File: config.mk
export PLATFORM = sky130hd
export DESIGN_NAME = checkpoint_flow_supervisor_core
export DESIGN_NICKNAME = d
export VERILOG_FILES = /design/src/design/cfs_pkg.sv /design/src/design/cfs_cfg_regs.sv /design/src/design/cfs_engine.sv /design/src/design/checkpoint_flow_supervisor_core.sv
export SDC_FILE = /design/constraint.sdc
export NUM_CORES = 1
export LEC_CHECK = 0
export BUFFER_PORTS_ARGS = -buffer_cell sky130_fd_sc_hd__buf_2
export CAP_MARGIN = 20
export CORE_MARGIN = 1
export CORE_UTILIZATION = 64
export CTS_CLUSTER_SIZE = 24
export DETAILED_ROUTE_END_ITERATION = 6
export MAX_ROUTING_LAYER = met4
export PLACE_DENSITY = 0.89
export SLEW_MARGIN = 0
export SYNTH_ARGS = -nofsm -noshare
export SYNTH_HDL_FRONTEND = slang
export SYNTH_SLANG_ARGS = --single-unit
File: constraint.sdc
create_clock -name clk -period 10.1 [get_ports clk]
set_clock_uncertainty 0.1 [all_clocks]
set_input_delay 1.01 -clock clk [delete_from_list [all_inputs] [get_ports clk]]
set_output_delay 1.01 -clock clk [all_outputs]
set_load 0.05 [all_outputs]
File: src/design/cfs_pkg.sv
package cfs_pkg;

  // checkpoint space
  localparam int NUM_POINTS = 8;
  localparam int PT_W = 3;
  localparam int ADJ_W = 64;
  localparam int CNT_W = 16;

  // configuration port
  localparam int CFG_IDX_W = 3;
  localparam int CFG_DATA_W = 64;
  localparam logic [CFG_IDX_W-1:0] REG_ADJACENCY = 3'd0;
  localparam logic [CFG_IDX_W-1:0] REG_INITIAL = 3'd1;
  localparam logic [CFG_IDX_W-1:0] REG_ALLOW_RESET = 3'd2;
  localparam logic [CFG_IDX_W-1:0] REG_PASS_THR = 3'd3;
  localparam logic [CFG_IDX_W-1:0] REG_FAIL_THR = 3'd4;

  // event kinds
  localparam logic [1:0] KIND_REPORT = 2'd0;
  localparam logic [1:0] KIND_START = 2'd1;
  localparam logic [1:0] KIND_STOP = 2'd2;

  // supervision status
  localparam logic [1:0] ST_DEACT = 2'd0;
  localparam logic [1:0] ST_OK = 2'd1;
  localparam logic [1:0] ST_FAILED = 2'd2;
  localparam logic [1:0] ST_EXPIRED = 2'd3;

  typedef struct packed {
    logic [ADJ_W-1:0] adjacency_bits;
    logic [PT_W-1:0]  initial_checkpoint;
    logic             allow_reset;
    logic [CNT_W-1:0] pass_threshold;
    logic [CNT_W-1:0] fail_threshold;
  } cfs_cfg_t;

  typedef struct packed {
    logic [1:0] kind;
    logic [PT_W-1:0] checkpoint;
  } cfs_item_t;

  typedef struct packed {
    logic [1:0] status;
    logic       status_changed;
    logic       report_passed;
    logic       report_handled;
  } cfs_result_t;

endpackage

File: src/design/cfs_cfg_regs.sv
module cfs_cfg_regs (
  input  logic                           clk,
  input  logic                           rst_n,
  input  logic                           cfg_we,
  input  logic [cfs_pkg::CFG_IDX_W-1:0]  cfg_index,
  input  logic [cfs_pkg::CFG_DATA_W-1:0] cfg_wdata,
  output cfs_pkg::cfs_cfg_t              cfg
);
  import cfs_pkg::*;

  cfs_cfg_t cfg_r;
  cfs_cfg_t cfg_nxt;

  // register decode, writes past the last register are dropped
  always_comb begin
    cfg_nxt = cfg_r;
    if (cfg_we) begin
      unique case (cfg_index)
        REG_ADJACENCY:   cfg_nxt.adjacency_bits = cfg_wdata[ADJ_W-1:0];
        REG_INITIAL:     cfg_nxt.initial_checkpoint = cfg_wdata[PT_W-1:0];
        REG_ALLOW_RESET: cfg_nxt.allow_reset = cfg_wdata[0];
        REG_PASS_THR:    cfg_nxt.pass_threshold = cfg_wdata[CNT_W-1:0];
        REG_FAIL_THR:    cfg_nxt.fail_threshold = cfg_wdata[CNT_W-1:0];
        default:         cfg_nxt = cfg_r;
      endcase
    end
  end

  always_ff @(posedge clk) begin
    if (!rst_n) begin
      cfg_r.adjacency_bits <= '0;
      cfg_r.initial_checkpoint <= '0;
      cfg_r.allow_reset <= 1'b0;
      cfg_r.pass_threshold <= CNT_W'(1);
      cfg_r.fail_threshold <= CNT_W'(1);
    end else begin
      cfg_r <= cfg_nxt;
    end
  end

  assign cfg = cfg_r;

endmodule

File: src/design/cfs_engine.sv
module cfs_engine (
  input  logic                  clk,
  input  logic                  rst_n,
  input  cfs_pkg::cfs_cfg_t     cfg,
  input  cfs_pkg::cfs_item_t    item,
  input  logic                  step,
  output cfs_pkg::cfs_result_t  result
);
  import cfs_pkg::*;

  logic [PT_W-1:0]  cur_point_r, cur_point_nxt;
  logic             seen_first_r, seen_first_nxt;
  logic [CNT_W-1:0] pass_cnt_r, pass_cnt_nxt;
  logic [CNT_W-1:0] fail_cnt_r, fail_cnt_nxt;
  logic [1:0]       status_r, status_nxt;

  logic             edge_ok;
  logic             passed;
  logic [CNT_W-1:0] pass_inc;
  logic [CNT_W-1:0] fail_inc;
  logic [1:0]       report_status;

  // adjacency lookup, bit from*8+to
  always_comb begin
    edge_ok = 1'b0;
    if (int'(cur_point_r) < NUM_POINTS && int'(item.checkpoint) < NUM_POINTS) begin
      edge_ok = cfg.adjacency_bits[{cur_point_r, item.checkpoint}];
    end
  end

  // report verdict
  always_comb begin
    if (!seen_first_r) begin
      passed = (item.checkpoint == cfg.initial_checkpoint);
    end else if (cfg.allow_reset && item.checkpoint == cfg.initial_checkpoint) begin
      passed = 1'b1;
    end else begin
      passed = edge_ok;
    end
  end

  // saturating counters
  assign pass_inc = (pass_cnt_r == '1) ? pass_cnt_r : pass_cnt_r + CNT_W'(1);
  assign fail_inc = (fail_cnt_r == '1) ? fail_cnt_r : fail_cnt_r + CNT_W'(1);

  // status after a report
  always_comb begin
    if (passed) begin
      report_status = (pass_inc >= cfg.pass_threshold) ? ST_OK : status_r;
    end else begin
      report_status = (fail_inc >= cfg.fail_threshold) ? ST_EXPIRED : ST_FAILED;
    end
  end

  // event decode and next state
  always_comb begin
    cur_point_nxt = cur_point_r;
    seen_first_nxt = seen_first_r;
    pass_cnt_nxt = pass_cnt_r;
    fail_cnt_nxt = fail_cnt_r;
    status_nxt = status_r;
    result = '0;
    unique case (item.kind)
      KIND_START: begin
        cur_point_nxt = cfg.initial_checkpoint;
        seen_first_nxt = 1'b0;
        pass_cnt_nxt = '0;
        fail_cnt_nxt = '0;
        status_nxt = ST_OK;
      end
      KIND_STOP: begin
        status_nxt = ST_DEACT;
        result.status_changed = (status_r != ST_DEACT);
      end
      KIND_REPORT: begin
        if (status_r != ST_DEACT) begin
          result.report_handled = 1'b1;
          result.report_passed = passed;
          seen_first_nxt = 1'b1;
          cur_point_nxt = item.checkpoint;
          pass_cnt_nxt = passed ? pass_inc : '0;
          fail_cnt_nxt = passed ? '0 : fail_inc;
          status_nxt = report_status;
          result.status_changed = (report_status != status_r);
        end
      end
      default: begin
        status_nxt = status_r;
      end
    endcase
    result.status = status_nxt;
  end

  always_ff @(posedge clk) begin
    if (!rst_n) begin
      cur_point_r <= '0;
      seen_first_r <= 1'b0;
      pass_cnt_r <= '0;
      fail_cnt_r <= '0;
      status_r <= ST_DEACT;
    end else if (step) begin
      cur_point_r <= cur_point_nxt;
      seen_first_r <= seen_first_nxt;
      pass_cnt_r <= pass_cnt_nxt;
      fail_cnt_r <= fail_cnt_nxt;
      status_r <= status_nxt;
    end
  end

  // a consecutive run never has both counters running
  a_cnt_excl: assert property (@(posedge clk) disable iff (!rst_n)
    !(pass_cnt_r != '0 && fail_cnt_r != '0))
    else $error("pass and fail counts both nonzero");

  // deactivated status leaves counters and point untouched on a report
  a_deact_hold: assert property (@(posedge clk) disable iff (!rst_n)
    step && status_r == ST_DEACT && item.kind == KIND_REPORT
    |=> $stable(pass_cnt_r) && $stable(fail_cnt_r) && $stable(cur_point_r))
    else $error("report while deactivated changed state");

  // a start always lands in ok with cleared counters
  a_start_ok: assert property (@(posedge clk) disable iff (!rst_n)
    step && item.kind == KIND_START
    |=> status_r == ST_OK && pass_cnt_r == '0 && !seen_first_r)
    else $error("start did not restore supervision");

endmodule

File: src/design/checkpoint_flow_supervisor_core.sv
// checkpoint flow supervisor
//
// Events come in on the in_ channel (in_kind: report, start, stop; in_checkpoint
// for reports). Each accepted word produces exactly one result word on the out_
// channel: status after the event, a status-change flag, and pass/handled flags
// for checkpoint reports.
// The cfg_ port writes the adjacency bitmap, initial checkpoint, allow-reset bit and
// pass/fail thresholds; the user writes it only while no event is in flight, which
// the block does not enforce. An accepted word sits in an input register until the
// result register can take it; it is then evaluated against the supervision state
// and loaded into the result register, where the receiver takes it.
// One word per cycle is sustained while out_stall is low, since the bitmap lookup
// and counter update are combinational.
// When out_stall is held, the result register keeps its word and the input
// register holds one more; in_stall rises only once both are full.
// Synchronous reset (rst_n low) empties both registers, deactivates supervision,
// clears counters and returns configuration to its defaults.
module checkpoint_flow_supervisor_core (
  input  logic                           clk,
  input  logic                           rst_n,
  input  logic                           in_valid,
  output logic                           in_stall,
  input  logic [1:0]                     in_kind,
  input  logic [cfs_pkg::PT_W-1:0]       in_checkpoint,
  output logic                           out_valid,
  input  logic                           out_stall,
  output logic [1:0]                     out_status,
  output logic                           out_status_changed,
  output logic                           out_report_passed,
  output logic                           out_report_handled,
  input  logic                           cfg_we,
  input  logic [cfs_pkg::CFG_IDX_W-1:0]  cfg_index,
  input  logic [cfs_pkg::CFG_DATA_W-1:0] cfg_wdata
);
  import cfs_pkg::*;

  cfs_cfg_t    cfg;
  cfs_result_t eval_res;

  logic        s1_valid_r, s1_valid_nxt;
  cfs_item_t   s1_item_r;
  logic        out_valid_r, out_valid_nxt;
  cfs_result_t out_res_r;
  logic        out_load;
  logic        s1_adv;
  logic        in_take;

  // configuration registers
  cfs_cfg_regs u_cfg (
    .clk       (clk),
    .rst_n     (rst_n),
    .cfg_we    (cfg_we),
    .cfg_index (cfg_index),
    .cfg_wdata (cfg_wdata),
    .cfg       (cfg)
  );

  // supervision state and evaluation
  cfs_engine u_engine (
    .clk    (clk),
    .rst_n  (rst_n),
    .cfg    (cfg),
    .item   (s1_item_r),
    .step   (s1_adv),
    .result (eval_res)
  );

  // pipeline flow control
  assign out_load = !out_valid_r || !out_stall;
  assign s1_adv = s1_valid_r && out_load;
  assign in_stall = s1_valid_r && !out_load;
  assign in_take = in_valid && !in_stall;

  always_comb begin
    s1_valid_nxt = in_take ? 1'b1 : (s1_adv ? 1'b0 : s1_valid_r);
    out_valid_nxt = out_load ? s1_valid_r : out_valid_r;
  end

  // control registers
  always_ff @(posedge clk) begin
    if (!rst_n) begin
      s1_valid_r <= 1'b0;
      out_valid_r <= 1'b0;
    end else begin
      s1_valid_r <= s1_valid_nxt;
      out_valid_r <= out_valid_nxt;
    end
  end

  // payload registers
  always_ff @(posedge clk) begin
    if (in_take) begin
      s1_item_r.kind <= in_kind;
      s1_item_r.checkpoint <= in_checkpoint;
    end
    if (s1_adv) begin
      out_res_r <= eval_res;
    end
  end

  assign out_valid = out_valid_r;
  assign out_status = out_res_r.status;
  assign out_status_changed = out_res_r.status_changed;
  assign out_report_passed = out_res_r.report_passed;
  assign out_report_handled = out_res_r.report_handled;

  // a pass is only flagged on a handled report
  a_pass_handled: assert property (@(posedge clk) disable iff (!rst_n)
    out_valid_r |-> !(out_res_r.report_passed && !out_res_r.report_handled))
    else $error("pass flagged on unhandled word");

  // a failed report leaves status failed or expired
  a_fail_status: assert property (@(posedge clk) disable iff (!rst_n)
    out_valid_r && out_res_r.report_handled && !out_res_r.report_passed
    |-> out_res_r.status == ST_FAILED || out_res_r.status == ST_EXPIRED)
    else $error("failed report with wrong status");

  // input stalls only with the input register occupied
  a_stall_full: assert property (@(posedge clk) disable iff (!rst_n)
    in_stall |-> s1_valid_r && out_valid_r)
    else $error("input stalled with room left");

endmodule

==> results.sh, run 1 <==
export IMPL_status="complete, no violations"
export IMPL_wirelength_um=19500
export IMPL_drv_cap=0
export IMPL_syn_avg_cell_area_um2=8.54
export IMPL_routabilityCongestion=0.824
export IMPL_cts_sinks=150
export IMPL_setup_violations=0
export IMPL_wl_per_cell_um=16.7
export IMPL_grt_first_pass_wirelength_um=30600
export IMPL_die_w_um=113
export IMPL_tritoncts="built"
export IMPL_cp_max_fo=7
export IMPL_start_kind="register"
export IMPL_slew_headroom_pct=31.2
export IMPL_final_common_cell="nand2_1"
export IMPL_regArea_um2=3100
export IMPL_rsz0062_at_grt="false"
export IMPL_cts_buffer_depth=2
export IMPL_ant_nets=0
export IMPL_vias=6979
export IMPL_grt_pass1_vias=6491
export IMPL_port_buffers=83
export IMPL_crit_top_cell="o21ai_0"
export IMPL_grt_max_degree=124
export IMPL_cp_required_ns=10.30
export IMPL_num_rows=40
export IMPL_cp_slowest_cell="or4_1"
export IMPL_drt_drc_violations_left=0
export IMPL_final_area_um2=9010
export IMPL_cts_made_buffers=17
export IMPL_antenna_found_initial=0
export IMPL_core_area_um2=12100
export IMPL_cts_resized=0
export IMPL_critPathCaptureType="register"
export IMPL_synth_cell_types=59
export IMPL_final_cell_mix="233 x nand2_1, 140 x dfxtp_1, 104 x a21boi_0"
export IMPL_ys_async_sr_fraction_pct=0
export IMPL_ys_dominant_reg_cell="dfxtp_1"
export IMPL_nets=1094
export IMPL_whs_ns=0.365
export IMPL_finalSetupTns_ns=0
export IMPL_critPathMaxStageDelay_ns=0.72
export IMPL_multi_input_area_um2=4460
export IMPL_grt_overflow=0
export IMPL_timing_final_crit_share_pct=46.5
export IMPL_power_density_nw_per_um2=150
export IMPL_dieArea_um2=12900
export IMPL_avgViaCountPerCell=6.00
export IMPL_hpwl_um=12200
export IMPL_ir_worst_vdd_v=0.000122
export IMPL_htree_levels=4
export IMPL_grtUsageTotal_pct=31.3
export IMPL_max_freq_ghz=0.213
export IMPL_cts_setup_buffers=0
export IMPL_drive_above_1_share_pct=14.8
export IMPL_nFillCells=827
export IMPL_post_dp_cell_area_um2=8380
export IMPL_hold_path_class="register to register"
export IMPL_initial_core_util_pct=65.9
export IMPL_final_min_clock_period_ns=4.70
export IMPL_io_pins=84
export IMPL_synth_edf_count=10
export IMPL_hold_violations=0
export IMPL_clkTransAtPathRegs_ns=0.06
export IMPL_drv_slew=0
export IMPL_synth_seq_area_share_pct=39.1
export IMPL_syn_inst=930
export IMPL_p_leak_nw=3.43
export IMPL_crit_chain="and4_1 > nand4_1 > or4_1 > nor2b_1 > and3_1 > xor2_1 > ha_1 > and4_1 > a2111oi_0 > o21ai_0 > a221o_1 > o21ai_0 > o21ai_0 > o31a_1"
export IMPL_tightest_slew_ns=1.03
export IMPL_dr_pass1_iters=5
export IMPL_first_iter_violations=566
export IMPL_crit_arrival_ns=4.90
export IMPL_die_h_um=113
export IMPL_syn_nets=1041
export IMPL_synth_warnings=0
export IMPL_clock_latency_ns=0.43
export IMPL_area_growth_pct=13.4
export IMPL_cts_hold_buffers=0
export IMPL_synth_area_um2=7940
export IMPL_synth_seq_cells=150
export IMPL_root_buffer="clkbuf_16"
export IMPL_path_class="register to register"
==> registers in the layout (all words and copies together) (netlist names) <==
| name | flops |
|---|---|
| out_valid | 1 |
| u_engine.cur_point_r | 3 |
| out_status_changed | 1 |
| s1_valid_r | 1 |
| out_report_handled | 1 |
| out_status | 2 |
| out_report_passed | 1 |
| u_engine.pass_cnt_r | 16 |
| u_engine.status_r | 2 |
| u_cfg.cfg | 100 |
| u_engine.fail_cnt_r | 16 |
| s1_item_r | 5 |
| u_engine.seen_first_r | 1 |
==> synth_stat cells, types with 3 or more instances <==
library cell	instances	area, um^2
buf_6	3	33.8
dfxtp_1	140	2800
nand3_1	35	175
inv_1	41	154
nor4_1	3	18.8
ha_1	34	425
o21ai_0	11	55.1
and3_1	9	56.3
nand4_1	13	81.3
a21boi_0	104	781
a32o_1	5	50.1
and2_1	14	87.6
or2_2	6	37.5
or3_1	4	25.0
or4_1	5	37.5
mux2_2	6	67.6
nor2_1	28	105
nand2b_1	7	43.8
a32oi_1	6	52.6
a21oi_1	13	65.1
nor2b_1	22	138
edfxtp_1	10	300
o31ai_1	4	30.0
buf_2	5	25.0
a22o_1	7	61.3
nand2_1	234	878
mux4_1	6	158
o21a_1	7	52.6
xnor2_1	18	158
mux2i_1	14	140
a31oi_1	5	31.3
o211ai_1	8	60.1
clkbuf_1	45	169
and4_1	5	43.8
a21o_1	5	37.5
mux4_2	9	203
nor3_1	8	40.0
a41oi_1	3	26.3
==> stage by stage <==
step	util (%)	std cells	setup WS, ns	power [mW]
global placement	69.4	1130	5.69	0.720
floorplan	-	930	6.02	0.688
finish	74.7	1164	5.40	1.35
detailed placement	69.4	1130	5.56	0.722
global route	74.7	1163	5.12	1.39
CTS	74.3	1161	5.48	1.34
==> power breakdown <==
part           total [mW]  switching [mW]  internal [mW]
combinational      0.0920          0.0527         0.0394
sequential          0.622          0.0124          0.610
clock               0.634           0.250          0.385
total                1.35           0.315           1.03
==> routing by layer <==
metal	share of wire (%)	track usage (%)	vias to the layer above	wire length (um)
met2	48	50.2	329	9400
met4	2.9	14.6	0	575
met1	42	37.9	3235	8180
li1	-	-	3346	-
met3	6.9	6.59	69	1340
met5	0	-	-	0
==> cell type report <==
type / count / share of cell area (%)
Timing Repair Buffer: 89 / 5.39
Inverter: 41 / 1.71
Antenna cell: 1 / 0.0278
Multi-Input combinational cell: 684 / 49.5
Sequential cell: 150 / 34.4
Clock buffer: 21 / 5.24
Clock inverter: 10 / 1.31
Tap cell: 168 / 2.33
==> path summary, 6_finish.rpt <==
path / from / endpoint / cells after the start / slack [ns]
worst max-delay path: u_engine.pass_cnt_r[3]$_SDFFE_PN0P_ / u_engine.status_r[0]$_SDFFE_PN0P_ / 14 / 5.40
worst min-delay path: u_cfg.cfg[71]$_SDFFE_PN0P_ / u_cfg.cfg[71]$_SDFFE_PN0P_ / 2 / 0.36
worst max register to register: u_engine.pass_cnt_r[3]$_SDFFE_PN0P_ / u_engine.status_r[0]$_SDFFE_PN0P_ / 14 / 5.40
worst min register to register: u_cfg.cfg[71]$_SDFFE_PN0P_ / u_cfg.cfg[71]$_SDFFE_PN0P_ / 2 / 0.36
==> kinds of logic (layout without fill, tap and decap cells) <==
logic type	count (synthesis)	count (layout)	synth area share (%)
and+or+nand+nor	398	398	22.8
AOI/OAI and AO/OA	197	197	18.5
DFF	150	150	39.1
buffers and inverters	96	161	4.91
muxes	35	35	7.15
adders and majority gates	34	34	5.36
xor gates and xnor gates	20	20	2.21
other	0	1	0
==> critical path: cells and delay by family (launching register included) <==
family	cells	cell delay (ns)
adder cells (fa/ha/maj)	1	0.29
flip-flops	1	0.47
AND/OR/NAND/NOR	6	1.85
XOR/XNOR	1	0.18
AO/OA/AOI/OAI	6	1.66
No activity file was read; power rests on OpenSTA's default activity.
==> run 2, diff against run 1 <==
--- a/config.mk
+++ b/config.mk
@@ -8,11 +8,11 @@
 export BUFFER_PORTS_ARGS = -buffer_cell sky130_fd_sc_hd__buf_2
 export CAP_MARGIN = 20
 export CORE_MARGIN = 1
-export CORE_UTILIZATION = 64
+export CORE_UTILIZATION = 54
 export CTS_CLUSTER_SIZE = 24
 export DETAILED_ROUTE_END_ITERATION = 6
 export MAX_ROUTING_LAYER = met4
-export PLACE_DENSITY = 0.89
+export PLACE_DENSITY = 0.8
 export SLEW_MARGIN = 0
 export SYNTH_ARGS = -nofsm -noshare
 export SYNTH_HDL_FRONTEND = slang
==> constraint.sdc (replaced) <==
create_clock -name clk -period 4.2 [get_ports clk]
set_clock_uncertainty 0.1 [all_clocks]
set_input_delay 0.42 -clock clk [delete_from_list [all_inputs] [get_ports clk]]
set_output_delay 0.42 -clock clk [all_outputs]
set_load 0.05 [all_outputs]
==> run 2 against run 1 <==
Against the previous run:
- clock power up 130%
- cell count rose by 2.2%
- non-clock buffer count up 14
- combinational power up 150%
- clock-buffer cell count did not move
- register-to-register slack worse by 5.2 ns
- power increased by 140%
- utilization down 9.6 points
- via count shrank 2.9%
- sequential power rose by 140%
- critical path type unchanged
- largest power group is now registers
- highest routed layer unchanged
==> results.sh, run 2 (same netlist as run 1, synthesis figures left out) <==
export IMPL_drive_above_1_share_pct=17.2
export IMPL_utilization_pct=65.1
export IMPL_max_freq_ghz=0.251
export IMPL_area_growth_pct=15.6
export IMPL_initial_core_util_pct=56.3
export IMPL_r2r_setup_slack_ns=0.21
export IMPL_grt_pass1_vias=6507
export IMPL_hold_path_cell_count=1
export IMPL_largest_register_ffs=100
export IMPL_root_buffer="clkbuf_16"
export IMPL_grtUsageTotal_pct=27.2
export IMPL_ff2ff_path_depth=15
export IMPL_port_buffers=83
export IMPL_die_h_um=123
export IMPL_finalNonFillerCells=1190
export IMPL_vias=6775
export IMPL_hpwl_um=12900
export IMPL_start_kind="register"
export IMPL_critPathCaptureType="register"
export IMPL_ant_nets=0
export IMPL_clkTransAtPathRegs_ns=0.06
export IMPL_final_common_cell="nand2_1"
export IMPL_final_area_um2=9180
export IMPL_timing_final_crit_share_pct=94.9
export IMPL_wirelength_um=19000
export IMPL_nets=1108
export IMPL_ir_worst_vdd_v=0.000271
export IMPL_antenna_found_initial=0
export IMPL_routabilityCongestion=0.878
export IMPL_avgViaCountPerCell=5.69
export IMPL_nFillCells=1174
export IMPL_die_w_um=123
export IMPL_cp_required_ns=4.26
export IMPL_wl_per_cell_um=15.9
export IMPL_num_rows=43
export IMPL_final_cell_mix="233 x nand2_1, 136 x dfxtp_1, 104 x a21boi_0"
export IMPL_n_antenna_cell=0
export IMPL_drv_slew=0
export IMPL_first_iter_violations=533
export IMPL_hold_path_class="input pin to register"
export IMPL_drt_drc_violations_left=0
export IMPL_post_dp_cell_area_um2=8500
export IMPL_core_area_um2=14100
export IMPL_dp_cells=1155
export IMPL_path_class="register to register"
export IMPL_dr_pass1_iters=5
export IMPL_slew_headroom_pct=45.6
export IMPL_status="complete, no violations"
export IMPL_crit_arrival_ns=4.04
export IMPL_final_min_clock_period_ns=3.99
export IMPL_grt_overflow=0
export IMPL_io_pins=84
export IMPL_hp_start="in_checkpoint[1]"
export IMPL_grt_first_pass_wirelength_um=31000
export IMPL_power_density_nw_per_um2=348
export IMPL_tightest_slew_ns=0.816
export IMPL_clock_latency_ns=0.42
export IMPL_setup_violations=0
export IMPL_r2r_start="u_engine.pass_cnt_r[1]$_SDFFE_PN0P_"
export IMPL_drv_cap=0
export IMPL_p_leak_nw=3.50
export IMPL_critPathLaunch="u_engine.pass_cnt_r[1]$_SDFFE_PN0P_"
export IMPL_htree_levels=4
export IMPL_min_to="s1_item_r[1]$_DFFE_PP_"
export IMPL_cts_sinks=150
export IMPL_cp_max_fo=5
export IMPL_cts_buffer_depth=2
export IMPL_dieArea_um2=15200
export IMPL_hold_violations=0
export IMPL_tritoncts="built"
export IMPL_reg2reg_to="out_status[0]$_DFFE_PP_"
export IMPL_grt_max_degree=87
export IMPL_whs_ns=0.0692
export IMPL_cts_made_buffers=17
-- run 2: how the worst max path moves through the flow --
| stage | endpoint | slack, ns | depth (start not counted) |
|---|---|---|---|
| global placement | u_engine.status_r[0]$_SDFFE_PN0P_ | 0.06 | 14 |
| detailed placement | u_engine.status_r[0]$_SDFFE_PN0P_ | -0.06 | 14 |
| CTS | out_status[0]$_DFFE_PP_ | 0.003 | 15 |
| finish | out_status[0]$_DFFE_PP_ | 0.21 | 15 |
| global route | out_status[1]$_DFFE_PP_ | -0.01 | 15 |
| floorplan | u_engine.status_r[0]$_SDFFE_PN0P_ | 0.12 | 15 |
-- run 2: routing by layer --
| metal | track usage, % | share of wire (%) |
|---|---|---|
| met2 | 43.4 | 48 |
| met4 | 9.56 | 1.8 |
| met3 | 5.21 | 4.7 |
| met5 | - | 0 |
| met1 | 34.4 | 45 |
-- run 2: per-stage QoR --
step	TNS, ns	power [mW]	worst slack [ns]
4_1_cts	0	3.20	0.00343
3_3_place_gp	0	1.74	0.0593
6_report	0	3.19	0.214
2_1_floorplan	0	1.65	0.124
3_5_place_dp	-0.0593	1.75	-0.0575
5_1_grt	-0.0150	3.30	-0.0150
-- run 2: cell type report --
cell class	count	area [um^2]	area share (%)
clock buffers	21	460	5.02
clock inverters	11	113	1.23
inverters	41	154	1.68
multi-input cells	684	4520	49.3
flip-flops and latches	150	3120	33.9
well taps	180	225	2.45
repair buffers	103	591	6.43
-- run 2: report_power, final --
part           total [mW]  internal, mW  switching (mW)
clock                1.47         0.857           0.614
combinational       0.229        0.0995           0.129
sequential           1.49          1.46          0.0265
-- run 2: what timing repair did --
action | in CTS | in global routing
endpoints found under the setup margin | 3 | 5
buffers inserted | 0 | 2
hold buffers | 0 | 0
pin swaps | 0 | 6
gates resized for setup | 3 | 16
-- run 2: critical path, stage by stage, from the launching register on --
cell	delay, ns
dfxtp_1	0.39
ha_1	0.22
nand2_1	0.12
or4_4	0.51
nor2b_1	0.16
and3_1	0.21
xor2_2	0.25
ha_4	0.25
a21o_1	0.20
a2111oi_4	0.33
o21ai_1	0.10
a221o_1	0.43
buf_4	0.18
nor2_2	0.08
or3_1	0.11
a31oi_1	0.09
==> run 3, diff against run 2 <==
--- a/config.mk
+++ b/config.mk
@@ -7,12 +7,15 @@
 export LEC_CHECK = 0
 export BUFFER_PORTS_ARGS = -buffer_cell sky130_fd_sc_hd__buf_2
 export CAP_MARGIN = 20
+export CELL_PAD_IN_SITES_DETAIL_PLACEMENT = 0
+export CELL_PAD_IN_SITES_GLOBAL_PLACEMENT = 2
 export CORE_MARGIN = 1
-export CORE_UTILIZATION = 54
+export CORE_UTILIZATION = 33
 export CTS_CLUSTER_SIZE = 24
 export DETAILED_ROUTE_END_ITERATION = 6
 export MAX_ROUTING_LAYER = met4
 export PLACE_DENSITY = 0.8
+export RECOVER_POWER = 25
 export SLEW_MARGIN = 0
 export SYNTH_ARGS = -nofsm -noshare
 export SYNTH_HDL_FRONTEND = slang
==> run 3 against run 2 <==
Against the previous run:
- the run now ends with capacitance limit, slew limit left
- setup slack worse by 0.040 ns
- combinational power up 3%
- global-route usage down 9.2 points
- hold slack worse by 0.0095 ns
- first-iteration DRC count down 44%
- sequential share of layout area down 0.56 points
- non-clock buffer count up 2
- clock-buffer cell count down 4
- cell area up 1.4%
- highest routed layer unchanged
==> results.sh, run 3 (same netlist as run 1, synthesis figures left out) <==
export IMPL_status="finished, violations left"
export IMPL_failed_checks="capacitance limit, slew limit"
export IMPL_critPathLaunch="u_engine.pass_cnt_r[5]$_SDFFE_PN0P_"
export IMPL_grt_max_degree=102
export IMPL_path_class="register to register"
export IMPL_r2r_setup_slack_ns=0.17
export IMPL_num_rows=56
export IMPL_reg2reg_to="out_status[0]$_DFFE_PP_"
export IMPL_setup_violations=0
export IMPL_largest_register_ffs=100
export IMPL_drv_cap=1
export IMPL_cts_hold_buffers=0
export IMPL_crit_arrival_ns=4.10
export IMPL_area_growth_pct=17.2
export IMPL_tightest_slew_ns=1.78
export IMPL_slew_headroom_pct=-18.5
export IMPL_start_kind="register"
export IMPL_n_antenna_cell=0
export IMPL_final_common_cell="nand2_1"
export IMPL_dp_cells=1299
export IMPL_p_int_mw=2.37
export IMPL_hold_violations=0
export IMPL_combPwrFrac_pct=7.2
export IMPL_ff2ff_path_depth=15
export IMPL_cpLargestDelayFamily="simple AND/OR/NAND/NOR gates"
export IMPL_cts_buffer_depth=2
export IMPL_setup_slack_ns=0.174
export IMPL_seq_power_share_pct=45.4
export IMPL_finalNonFillerCells=1331
export IMPL_clock_latency_ns=0.44
export IMPL_crit_top_cell="and4_1"
export IMPL_first_iter_violations=301
export IMPL_dr_pass1_iters=4
export IMPL_final_cell_mix="233 x nand2_1, 138 x dfxtp_1, 104 x a21boi_0"
export IMPL_max_freq_ghz=0.248
export IMPL_p_leak_nw=3.48
export IMPL_clkTransAtPathRegs_ns=0.07
export IMPL_grt_pass1_vias=6239
export IMPL_timing_final_crit_share_pct=95.9
export IMPL_port_buffers=83
export IMPL_place_ws_ns=0.0653
export IMPL_dieArea_um2=24700
export IMPL_switchingPower_mw=0.899
export IMPL_crit_chain="and4_1 > nand4_1 > or4_4 > nor2b_1 > and3_1 > xor2_2 > ha_1 > and4_1 > a2111oi_1 > o21ai_1 > a221o_1 > buf_4 > nor2_1 > or3_1 > a31oi_1"
export IMPL_avgViaCountPerCell=4.85
export IMPL_ant_nets=0
export IMPL_routabilityCongestion=0.804
export IMPL_final_min_clock_period_ns=4.03
export IMPL_drv_slew=102
export IMPL_ir_worst_vdd_v=0.000195
export IMPL_io_pins=84
export IMPL_core_area_um2=23500
export IMPL_critPathCaptureType="register"
export IMPL_path_depth=15
export IMPL_cts_made_buffers=17
export IMPL_power_density_nw_per_um2=351
export IMPL_hpwl_um=14300
export IMPL_die_w_um=157
export IMPL_critical_path_endpoint="out_status[0]$_DFFE_PP_"
export IMPL_power_switching_share_pct=27.5
export IMPL_grtUsageTotal_pct=18.0
export IMPL_cts_resized=0
export IMPL_htree_levels=4
export IMPL_antenna_found_initial=0
export IMPL_tritoncts="built"
export IMPL_r2r_start="u_engine.pass_cnt_r[5]$_SDFFE_PN0P_"
export IMPL_cts_sinks=150
export IMPL_critPathMaxStageDelay_ns=0.54
export IMPL_cp_required_ns=4.28
export IMPL_nets=1110
export IMPL_drive_above_1_share_pct=16.1
export IMPL_initial_core_util_pct=33.7
export IMPL_cts_setup_buffers=0
export IMPL_clkPwrFrac_pct=47.5
export IMPL_cp_max_fo=4
export IMPL_hold_path_class="input pin to register"
export IMPL_wl_per_cell_um=15.4
export IMPL_drt_drc_violations_left=0
export IMPL_die_h_um=157
export IMPL_wirelength_um=20500
export IMPL_vias=6453
export IMPL_cp_slowest_cell="or4_4"
export IMPL_grt_overflow=0
export IMPL_path_buf_inv=1
export IMPL_grt_first_pass_wirelength_um=33000
export IMPL_root_buffer="clkbuf_16"
run 3: metrics by stage:
stage	cell area (um^2)	setup TNS (ns)	total power, mW	hold WS (ns)	utilization, %
2_1_floorplan	7940	0	1.65	0.339	-
3_3_place_gp	8700	0	1.75	0.347	37.0
3_5_place_dp	8700	0	1.75	0.355	37.0
4_1_cts	9310	0	3.31	0.0436	39.5
5_1_grt	9310	-0.000488	3.40	0.0341	39.6
6_report	9310	0	3.27	0.0597	39.6
run 3: worst min-delay path by stage:
stage,slack (ns),to,start,cells after the start
floorplan,0.34,u_cfg.cfg[69]$_SDFFE_PN0P_,u_cfg.cfg[69]$_SDFFE_PN0P_,2
global placement,0.35,u_cfg.cfg[96]$_SDFFE_PN0P_,u_cfg.cfg[96]$_SDFFE_PN0P_,2
detailed placement,0.36,u_cfg.cfg[96]$_SDFFE_PN0P_,u_cfg.cfg[96]$_SDFFE_PN0P_,2
CTS,0.04,s1_item_r[2]$_DFFE_PP_,in_checkpoint[2],1
global route,0.03,s1_item_r[2]$_DFFE_PP_,in_checkpoint[2],1
finish,0.06,s1_item_r[2]$_DFFE_PP_,in_checkpoint[2],1
run 3: final cells by class:
| class | count | area [um^2] |
|---|---|---|
| Multi-Input combinational cell | 684 | 4480 |
| Fill cell | 2429 | 14200 |
| Clock buffer | 17 | 425 |
| Inverter | 41 | 154 |
| Timing Repair Buffer | 105 | 566 |
| Tap cell | 319 | 399 |
| Sequential cell | 150 | 3110 |
| Clock inverter | 15 | 178 |
run 3: power groups by stage:
stage          clock, mW  sequential [mW]  combinational (mW)
2_1_floorplan          0             1.52               0.139
3_3_place_gp           0             1.52               0.237
3_5_place_dp           0             1.52               0.238
4_1_cts             1.59             1.48               0.238
5_1_grt             1.65             1.49               0.261
6_report            1.55             1.48               0.235
run 3: routing by layer:
metal | routed length [um] | vias up | global-route usage, %
li1 | - | 3374 | -
met3 | 735 | 15 | 3.36
met2 | 9480 | 104 | 28.7
met4 | 184 | 0 | 4.90
met5 | 0 | - | -
met1 | 10100 | 2960 | 23.4
run 3: worst reg2reg max path, stage by stage, from the launching register on:
cell and delay (ns):
dfxtp_4 0.37, and4_1 0.23, nand4_1 0.14, or4_4 0.54, nor2b_1 0.16, and3_1 0.21, xor2_2 0.16, ha_1 0.31
and4_1 0.21, a2111oi_1 0.33, o21ai_1 0.11, a221o_1 0.43, buf_4 0.18, nor2_1 0.11, or3_1 0.12, a31oi_1 0.07
